### config.mk
export PLATFORM = sky130hd
export DESIGN_NAME = yay0_ctrl
export DESIGN_NICKNAME = d
export VERILOG_FILES = /design/src/rtl/core/yay0_pkg.sv /design/src/rtl/core/yay0_ctrl.sv
export VERILOG_INCLUDE_DIRS = /design/src /design/src/rtl/core
export SDC_FILE = /design/constraint.sdc
export NUM_CORES = 1
export LEC_CHECK = 0
export BUFFER_PORTS_ARGS = -buffer_cell sky130_fd_sc_hd__buf_2
export CAP_MARGIN = 20
export CORE_ASPECT_RATIO = 0.7
export CORE_MARGIN = 5
export CORE_UTILIZATION = 35
export CTS_CLUSTER_SIZE = 24
export DETAILED_ROUTE_END_ITERATION = 7
export HOLD_SLACK_MARGIN = 0.15
export PLACE_DENSITY = 0.55
export SLEW_MARGIN = 10
export SYNTH_ARGS = -nofsm -noshare
export SYNTH_HDL_FRONTEND = slang
export SYNTH_SLANG_ARGS = --single-unit
### constraint.sdc
create_clock -name i_clk -period 7.66 [get_ports i_clk]
set_input_delay 1.532 -clock i_clk [delete_from_list [all_inputs] [get_ports i_clk]]
set_output_delay 1.532 -clock i_clk [all_outputs]
set_load 0.05 [all_outputs]
### src/rtl/core/assert_macros.svh
// Assertion macros shared by the decoder RTL.
`ifndef ASSERT_MACROS_SVH
`define ASSERT_MACROS_SVH

// Clocked check, switched off while reset is held (reset is active low).
`define YAY0_ASSERT(lbl, clk, rst_n, prop, msg) \
    lbl: assert property (@(posedge clk) disable iff (!rst_n) prop) else $error(msg);

// Clocked check that also holds during reset.
`define YAY0_ASSERT_ALWAYS(lbl, clk, prop, msg) \
    lbl: assert property (@(posedge clk) prop) else $error(msg);

`endif

### src/rtl/core/yay0_pkg.sv
// Shared constants, beat types and memory request type for the Yay0 decoder.
`default_nettype none

package yay0_pkg;

    // History window and result packing
    localparam int WINDOW_DEPTH     = 4096;
    localparam int WIN_AW           = $clog2(WINDOW_DEPTH);
    localparam int BYTES_PER_RESULT = 8;
    localparam int CNT_W            = 4;

    // Field widths
    localparam int LEN_W  = 27;
    localparam int DIST_W = 12;
    localparam int RUN_W  = 9;
    localparam int PAIR_W = 16;

    // Run length bases
    localparam int LONG_RUN_BASE  = 18;
    localparam int SHORT_RUN_BASE = 2;

    // Token kinds
    localparam logic MODE_LITERAL = 1'b0;
    localparam logic MODE_BACKREF = 1'b1;

    typedef struct packed {
        logic                mode;
        logic [7:0]          stream_byte;
        logic [PAIR_W-1:0]   ref_pair;
    } t_in_item;

    typedef struct packed {
        logic [63:0]         out_bytes;
        logic [CNT_W-1:0]    byte_count;
        logic                token_end;
        logic                job_done;
        logic                ref_error;
    } t_out_item;

    // Window access from the sequencer: one write and one read per cycle
    typedef struct packed {
        logic                we;
        logic [WIN_AW-1:0]   waddr;
        logic [7:0]          wdata;
        logic [WIN_AW-1:0]   raddr;
    } t_mem_req;

endpackage

`default_nettype wire

### src/rtl/core/yay0_ctrl.sv
// Token sequencer: literal store, back-reference copy loop and result packing.
`default_nettype none

`include "assert_macros.svh"

module yay0_ctrl (
    input  wire logic                              i_clk,
    input  wire logic                              i_rst_n,
    // token input
    input  wire logic                              i_in_valid,
    output logic                                   o_in_stall,
    input  wire yay0_pkg::t_in_item                i_in_item,
    // output length register
    input  wire logic                              i_cfg_valid,
    output logic                                   o_cfg_ready,
    input  wire logic [yay0_pkg::LEN_W-1:0]        i_cfg_data,
    // window memory
    output yay0_pkg::t_mem_req                     o_mem,
    input  wire logic [7:0]                        i_mem_rdata,
    // result hand-off to the output register
    input  wire logic                              i_slot_free,
    output logic                                   o_push,
    output yay0_pkg::t_out_item                    o_push_item
);

    localparam int AW    = yay0_pkg::WIN_AW;
    localparam int LW    = yay0_pkg::LEN_W;
    localparam int RW    = yay0_pkg::RUN_W;
    localparam int CW    = yay0_pkg::CNT_W;
    localparam int NB    = yay0_pkg::BYTES_PER_RESULT;
    localparam int PW    = 8 * NB;

    typedef enum logic [1:0] {
        ST_IDLE,
        ST_COPY,
        ST_HOLD
    } t_state;

    t_state                r_state,     n_state;
    logic [LW-1:0]         r_bw,        n_bw;
    logic [LW-1:0]         r_owed,      n_owed;
    logic                  r_halted,    n_halted;
    logic [AW-1:0]         r_src,       n_src;
    logic [RW-1:0]         r_left,      n_left;
    logic [CW-1:0]         r_iss,       n_iss;
    logic                  r_b_valid,   n_b_valid;
    logic                  r_b_end_chk, n_b_end_chk;
    logic                  r_b_end_run, n_b_end_run;
    logic                  r_fwd,       n_fwd;
    logic [7:0]            r_fwd_data,  n_fwd_data;
    logic [PW-1:0]         r_pack,      n_pack;
    logic [CW-1:0]         r_k,         n_k;
    yay0_pkg::t_out_item   r_res,       n_res;

    logic                  w_accept;
    logic                  w_cfg;
    logic                  w_live;
    logic [7:0]            w_byte;
    logic [PW-1:0]         w_pack_new;
    logic [3:0]            w_field;
    logic [yay0_pkg::DIST_W-1:0] w_dist;
    logic [RW-1:0]         w_run_raw;
    logic [RW-1:0]         w_run;
    logic                  w_ref_err;
    logic [LW-1:0]         w_src_full;
    logic                  w_issue;

    // Handshakes; a pending length write holds tokens off
    assign w_accept    = i_in_valid && !o_in_stall;
    assign w_cfg       = i_cfg_valid && o_cfg_ready;
    assign o_in_stall  = (r_state != ST_IDLE) || i_cfg_valid;
    assign o_cfg_ready = (r_state == ST_IDLE);
    assign w_live      = !r_halted && (r_owed != '0);

    // Returning window byte, forwarded when it was written as it was read
    assign w_byte = r_fwd ? r_fwd_data : i_mem_rdata;

    // Drop the returning byte into its lane
    always_comb begin
        w_pack_new = r_pack;
        for (int j = 0; j < NB; j++) begin
            if (r_k == CW'(j)) begin
                w_pack_new[8*j +: 8] = w_byte;
            end
        end
    end

    // Back-reference decode
    assign w_field   = i_in_item.ref_pair[15:12];
    assign w_dist    = i_in_item.ref_pair[yay0_pkg::DIST_W-1:0];
    assign w_run_raw = (w_field == 4'd0)
                     ? RW'(i_in_item.stream_byte) + RW'(yay0_pkg::LONG_RUN_BASE)
                     : RW'(w_field) + RW'(yay0_pkg::SHORT_RUN_BASE);
    assign w_run      = (LW'(w_run_raw) > r_owed) ? r_owed[RW-1:0] : w_run_raw;
    assign w_ref_err  = (LW'(w_dist) >= r_bw);
    assign w_src_full = r_bw - LW'(w_dist) - LW'(1);

    // Read issue: up to one chunk of bytes per pass
    assign w_issue = (r_state == ST_COPY) && (r_left != '0) && (r_iss != CW'(NB));

    // Window port
    always_comb begin
        o_mem.we    = r_b_valid
                   || (w_accept && w_live && i_in_item.mode == yay0_pkg::MODE_LITERAL);
        o_mem.waddr = r_bw[AW-1:0];
        o_mem.wdata = r_b_valid ? w_byte : i_in_item.stream_byte;
        o_mem.raddr = r_src;
    end

    assign o_push      = (r_state == ST_HOLD) && i_slot_free;
    assign o_push_item = r_res;

    // Next state
    always_comb begin
        n_state     = r_state;
        n_bw        = r_bw;
        n_owed      = r_owed;
        n_halted    = r_halted;
        n_src       = r_src;
        n_left      = r_left;
        n_iss       = r_iss;
        n_b_valid   = 1'b0;
        n_b_end_chk = r_b_end_chk;
        n_b_end_run = r_b_end_run;
        n_fwd       = r_b_valid && (r_src == r_bw[AW-1:0]);
        n_fwd_data  = w_byte;
        n_pack      = r_pack;
        n_k         = r_k;
        n_res       = r_res;

        case (r_state)
            ST_IDLE: begin
                if (w_cfg) begin
                    n_owed   = i_cfg_data;
                    n_bw     = '0;
                    n_halted = 1'b0;
                end else if (w_accept && w_live) begin
                    if (i_in_item.mode == yay0_pkg::MODE_LITERAL) begin
                        n_bw             = r_bw + LW'(1);
                        n_owed           = r_owed - LW'(1);
                        n_res.out_bytes  = 64'(i_in_item.stream_byte);
                        n_res.byte_count = CW'(1);
                        n_res.token_end  = 1'b1;
                        n_res.job_done   = (r_owed == LW'(1));
                        n_res.ref_error  = 1'b0;
                        n_state          = ST_HOLD;
                    end else if (w_ref_err) begin
                        n_halted         = 1'b1;
                        n_res.out_bytes  = '0;
                        n_res.byte_count = '0;
                        n_res.token_end  = 1'b1;
                        n_res.job_done   = 1'b0;
                        n_res.ref_error  = 1'b1;
                        n_state          = ST_HOLD;
                    end else begin
                        n_src   = w_src_full[AW-1:0];
                        n_left  = w_run;
                        n_iss   = '0;
                        n_k     = '0;
                        n_pack  = '0;
                        n_state = ST_COPY;
                    end
                end
            end

            ST_COPY: begin
                // issue side
                if (w_issue) begin
                    n_b_valid   = 1'b1;
                    n_b_end_chk = (r_iss == CW'(NB - 1)) || (r_left == RW'(1));
                    n_b_end_run = (r_left == RW'(1));
                    n_src       = r_src + AW'(1);
                    n_left      = r_left - RW'(1);
                    n_iss       = r_iss + CW'(1);
                end
                // write-back side
                if (r_b_valid) begin
                    n_bw   = r_bw + LW'(1);
                    n_owed = r_owed - LW'(1);
                    n_pack = w_pack_new;
                    n_k    = r_k + CW'(1);
                    if (r_b_end_chk) begin
                        n_res.out_bytes  = 64'(w_pack_new);
                        n_res.byte_count = r_k + CW'(1);
                        n_res.token_end  = r_b_end_run;
                        n_res.job_done   = (r_owed == LW'(1));
                        n_res.ref_error  = 1'b0;
                        n_state          = ST_HOLD;
                    end
                end
            end

            ST_HOLD: begin
                if (i_slot_free) begin
                    n_iss   = '0;
                    n_k     = '0;
                    n_pack  = '0;
                    n_state = r_res.token_end ? ST_IDLE : ST_COPY;
                end
            end

            default: begin
                n_state = ST_IDLE;
            end
        endcase
    end

    // State and registered outputs
    always_ff @(posedge i_clk) begin
        if (!i_rst_n) begin
            r_state   <= ST_IDLE;
            r_bw      <= '0;
            r_owed    <= '0;
            r_halted  <= 1'b0;
            r_b_valid <= 1'b0;
            r_iss     <= '0;
            r_k       <= '0;
            r_left    <= '0;
        end else begin
            r_state   <= n_state;
            r_bw      <= n_bw;
            r_owed    <= n_owed;
            r_halted  <= n_halted;
            r_b_valid <= n_b_valid;
            r_iss     <= n_iss;
            r_k       <= n_k;
            r_left    <= n_left;
        end
        r_src       <= n_src;
        r_b_end_chk <= n_b_end_chk;
        r_b_end_run <= n_b_end_run;
        r_fwd       <= n_fwd;
        r_fwd_data  <= n_fwd_data;
        r_pack      <= n_pack;
        r_res       <= n_res;
    end

    // Checks
    `YAY0_ASSERT(a_wb_owed, i_clk, i_rst_n, r_b_valid |-> (r_owed != '0),
                 "copy wrote a byte past the job length")
    `YAY0_ASSERT(a_wb_in_copy, i_clk, i_rst_n, r_b_valid |-> (r_state == ST_COPY),
                 "window write-back outside the copy loop")
    `YAY0_ASSERT(a_err_empty, i_clk, i_rst_n,
                 (r_state == ST_HOLD && r_res.ref_error) |-> (r_res.byte_count == '0 && r_halted),
                 "error result carries bytes or block not halted")
    `YAY0_ASSERT(a_chunk_fill, i_clk, i_rst_n, r_iss <= CW'(NB),
                 "chunk issued more reads than a result holds")

endmodule

`default_nettype wire

**Word level (Yosys, flattened, before mapping)**

Cells that the tools add are included.
W data, S select, Z words.

- Memory bits (writable): 0
- Word-level logic and storage cells: 162
- Bits in read-only memories: 0
- Register bits: 233
- Bits in latches: 0
- Input port bits: 65
- Memories kept: 0
- Output and inout bits: 107

- $add $sub $neg: 10
- Shift-type cells: 0
- Reduce and logical (&&, ||, !) cells: 34
- Eq/ne operators: 25
- Divide/modulo/power cells: 0
- Order comparisons: 2
- Mux-type cells: 71
- $mul: 0
- Bitwise logic cells: 1

Operators by type and width:

| cell | count |
|---|---|
| $mux W71 | 6 |
| $mux W64 | 6 |
| $mux W27 | 8 |
| $pmux W64 S3 | 1 |
| $pmux W71 S2 | 1 |
| $pmux W27 S2 | 2 |
| $mux W8 | 10 |
| $mux W9 | 7 |
| $mux W12 | 5 |
| $mux W4 | 7 |
| $add A27 B1 Y27 const B | 1 |
| $eq A27 B1 Y1 const B | 1 |
| $ge A12 B27 Y1 | 1 |
| $gt A9 B27 Y1 | 1 |
| $reduce_bool A27 Y1 | 1 |
| $sub A27 B1 Y27 const B | 1 |
| $pmux W12 S2 | 1 |
| $pmux W4 S3 | 2 |
| $eq A4 B3 Y1 const B | 5 |
| $pmux W9 S2 | 1 |
| $mux W2 | 7 |
| $ne A2 B2 Y1 const B | 7 |
| $reduce_and A7 Y1 | 2 |
| $add A12 B1 Y12 const B | 1 |
| 31 further kinds | 58 |

**Logic depth before layout (Yosys ltp)**

- Depth in word-level cells: 9
- Depth in mapped cells: 13
- Gate-level depth less buffers: 12

**Worst setup path before layout**

OpenSTA, ideal clock, no wires.

- Kind: input -> register
- From: in i_in_item[8] (netlist bit)
- To: reg r_res (netlist bit o_push_item[0]) (enable)
- Path slack: -0.454 ns
- Arrival: 7.527 ns
- Setup time: 0.587 ns
- Data required time: 7.073 ns
- Buffers on the path: 0
- Cell stages on the path: 9
- Cell sequence: inv_1 > ha_1 > nand4_1 > a211oi_1 > a2111oi_0 > o21a_1 > nor2_1 > nor3b_1 > nor3_1

- Longest elaborated chain between the ends: 3

RTL lines:

| element | line | RTL |
|---|---|---|
| from (decl) | yay0_ctrl.sv:12 | `input wire yay0_pkg::t_in_item i_in_item,` |
| $ge A12 B27 Y1 | yay0_ctrl.sv:95 | `assign w_ref_err = (LW'(w_dist) >= r_bw);` |
| $ne A3 B2 Y1 (no source line) | -- |  |
| $reduce_and A6 Y1 (no source line) | -- |  |
| to (signal assigned) | yay0_ctrl.sv:235 | `r_res <= n_res;` |
| to (decl) | yay0_ctrl.sv:53 | `yay0_pkg::t_out_item r_res, n_res;` |

Every way passes these cells.
A chain may end at the register's enable or synchronous reset.

**Worst setup path in the final report**

- From: in i_in_item[8] (netlist bit)
- To: reg r_pack[15] (enable)

- Longest elaborated chain between the ends: 3

RTL lines:

| element | line | RTL |
|---|---|---|
| $ge A12 B27 Y1 | yay0_ctrl.sv:95 |  |
| $ne A2 B2 Y1 (no source line) | -- |  |
| $reduce_and A7 Y1 (no source line) | -- |  |
| to (signal assigned) | yay0_ctrl.sv:234 | `r_pack <= n_pack;` |
| to (decl) | yay0_ctrl.sv:51 | `logic [PW-1:0] r_pack, n_pack;` |

Every way passes these cells.

==> out/results.md <==
| Result | This run | Unit |
| --- | --- | --- |
| Status | finished clean | - |
| Prevailing post-synth register cell | edfxtp_1 | - |
| Floorplan die area | 37520 | µm² |
| Synthesis-to-layout area growth | 17.52 | % |
| Share of final-layout standard cells stronger than drive strength 1 | 0.1914 | - |
| Count of input and output buffers | 171 | - |
| Syn Area/Cell | 10.11 | µm² |
| Biggest area consumer among synthesized cells | edfxtp_1 | - |
| Maximum operating frequency | 0.2084 | GHz |
| Mapped cell area | 11790 | µm² |
| Type of the tightest min-delay check | register to register | - |
| Final setup skew | 10.72 | ps |
| Tightest slew margin relative to the limit | 0.3142 | - |
| Starting density of the core | 0.3535 | - |
| Rows | 56 | - |
| Area share of the leading cell type in the synthesized netlist | 0.3795 | - |
| Total core area | 33350 | µm² |
| Final setup violation count | 0 | - |
| Number of nets in the synthesized netlist | 1277 | - |
| Clock Tree Buf Depth | 3 | - |
| Share of synthesized registers carrying an async set or reset | 0 | - |
| Detailed-route via count | 9236 | - |
| Number of hold buffers added after cts | 0 | - |
| Overall overflow remaining after global route | 0 | - |
| Number of H-tree branching levels | 1 | - |
| Count of max-cap constraint violations | 0 | - |
| Via-to-Cell Ratio | 5.239 | - |
| Unrepaired setup endpoints after global routing | no | - |
| Post-synth cell types | 72 | - |
| Initial antenna violation count | 1 | - |
| Wire length of the first global-routing pass | 50.14 | mm |
| Type of element launching the critical path | primary input | - |
| Clk slew on worst S/H paths | 60 | ps |
| Die Y-Extent | 163.6 | µm |
| CTS buffer count | 25 | - |
| Power per unit of standard cell area | 225.2 | nW/µm² |
| Setup Buffers After CTS | 0 | - |
| Count of final max-slew check failures | 0 | - |
| Number of clock sinks seen by CTS | 233 | - |
| Sort of element at the end of the critical path | register | - |
| Final total negative setup slack | 0 | ps |
| Pin slew with the least headroom to its limit | 1029 | ps |
| Cell with the most instances after synthesis | nor2_1 | - |
| Die W | 229.4 | µm |
| Min cycle time layout | 4798 | ps |
| Period utilization | 0.6264 | - |
| Ranking of synthesized cells by area | edfxtp_1 38%, dfxtp_1 14%, nor2_1 4.8% | - |
| Worst Path Max Fanout | 64 | - |
| Count of flip-flops with a built-in enable after synthesis | 149 | - |
| First drt pass iteration count | 5 | - |
| Required time worst endpoint | 7790 | ps |
| Net count, final | 1422 | - |
| Setup CP Type | primary input to register | - |
| Total global routing track utilization | 0.1653 | - |
| Routed WL per cell | 18.60 | µm |
| Leak pwr | 5.198 | nW |
| Synthesis Warnings | 0 | - |
| Fill cells | 3304 | - |
| Iteration-0 DRC Markers | 769 | - |
| Latest clock arrival within the worst-skew pair | 510 | ps |
| Maximum resistive drop on vdd | 0.1375 | mV |
| Half-perimeter wire length of the detailed placement result | 23.10 | mm |
| Residual DRC count | 0 | - |
| Antenna violation net count after detailed routing | 0 | - |
| Synth top cells by count | 151 x nor2_1, 149 x edfxtp_1, 84 x dfxtp_1, 75 x a21oi_1, 75 x nand2_1 | - |
| Number of global-route vias before repair | 8615 | - |
| CTS root buf | clkbuf_16 | - |
| Maximum number of pins on one net before global-route repair | 88 | - |
| Data arrival time of the critical path | 4930 | ps |
| Total wirelength of the detailed-routed design | 32.79 | mm |
| Final number of hold-violating endpoints | 0 | - |
| End-of-flow core utilization | 0.4154 | - |
| Final weighted congestion in routability-driven placement | 0.8806 | - |
| Sequential area share after synthesis | 0.5221 | - |
| Gate count after technology mapping | 1166 | - |
| Number of resized instances in the post-cts repair step | 0 | - |
| CTS tree | built | - |
| Synthesized flop and latch total | 233 | - |
| Boundary Pins | 172 | - |
[worst max-delay path: stages]
cell       delay [ps]
buf_2              90
inv_1              40
ha_1              380
a211oi_1          290
nor2_1            110
a2111oi_0         660
buf_4             230
nor3_1             50
or2_1             350
a21oi_4           300
nand2b_2          170
buf_4             680
[registers in the layout, indices dropped and copies added (netlist names), 2 cells and up]
name / cells
r_left: 9
r_pack: 64
r_src: 12
r_bw: 27
r_state: 2
r_fwd_data: 8
r_iss: 4
r_k: 4
r_owed: 27
o_push_item: 71
[per-stage QoR]
stage | instances | total power (W) | hold WS, ps | instance area [µm²] | setup WS, ps
global placement | 1718 | 0.001888 | 461.4 | 13010 | 2338
finish | 1763 | 0.003120 | 477.6 | 13860 | 2862
CTS | 1761 | 0.003159 | 480.0 | 13850 | 2811
global route | 1762 | 0.003251 | 520.5 | 13850 | 2572
floorplan | 1166 | 0.001758 | 434.5 | 11800 | 1737
detailed placement | 1718 | 0.001891 | 463.0 | 13010 | 2294
[cell type report]
| cell class | count | area [µm²] | share of cell area |
|---|---|---|---|
| Antenna cell | 1 | 2.502 | 0.0001806 |
| Multi-Input combinational cell | 803 | 5102 | 0.3682 |
| Inverter | 59 | 221.5 | 0.01598 |
| Timing Repair Buffer | 189 | 991.0 | 0.07152 |
| Clock buffer | 29 | 640.6 | 0.04623 |
| Tap cell | 435 | 544.3 | 0.03928 |
| Clock inverter | 14 | 197.7 | 0.01427 |
| Sequential cell | 233 | 6156 | 0.4443 |
[report_power, final]
group	internal [W]	switching [W]
registers	0.00139	0.0000382
logic	0.000126	0.000306
clock network	0.000764	0.000492
total	0.00228	0.000836
[layout by cell type (no fill, tap or decap), types with 30 or more instances in the layout]
cell / count
o21ai_0: 53
dfxtp_1: 84
a211oi_1: 70
nor2_1: 151
xnor2_1: 32
edfxtp_1: 149
ha_1: 45
buf_2: 171
inv_1: 58
a21oi_1: 74
nand2_1: 75
nand3_1: 30
[kinds of logic after synthesis]
logic type / Yosys count / synth area share
AO/OA/AOI/OAI: 287 / 0.1622
XOR/XNOR: 58 / 0.04309
adder cells (fa/ha/maj): 46 / 0.04945
buffers and inverters: 130 / 0.04776
flip-flops: 233 / 0.5221
multiplexers: 14 / 0.01220
AND/OR/NAND/NOR: 398 / 0.1632
[metal layers]
metal / vias up / global-route usage / wire [µm]
li1: 4542 / - / -
met1: 4408 / 0.2571 / 16940
met2: 251 / 0.2427 / 13700
met3: 33 / 0.02780 / 1563
met4: 2 / 0.03059 / 568
met5: - / 0 / 13
[final timing paths]
path         depth (start not counted)    endpoint  slack, ps         start
max                                 12  r_pack[15]       2860  i_in_item[8]
min                                  2    r_halted        480      r_halted
max reg2reg                         10  r_pack[15]       3510       r_bw[8]
min reg2reg                          2    r_halted        480      r_halted
(Power assumes the default switching activity.)
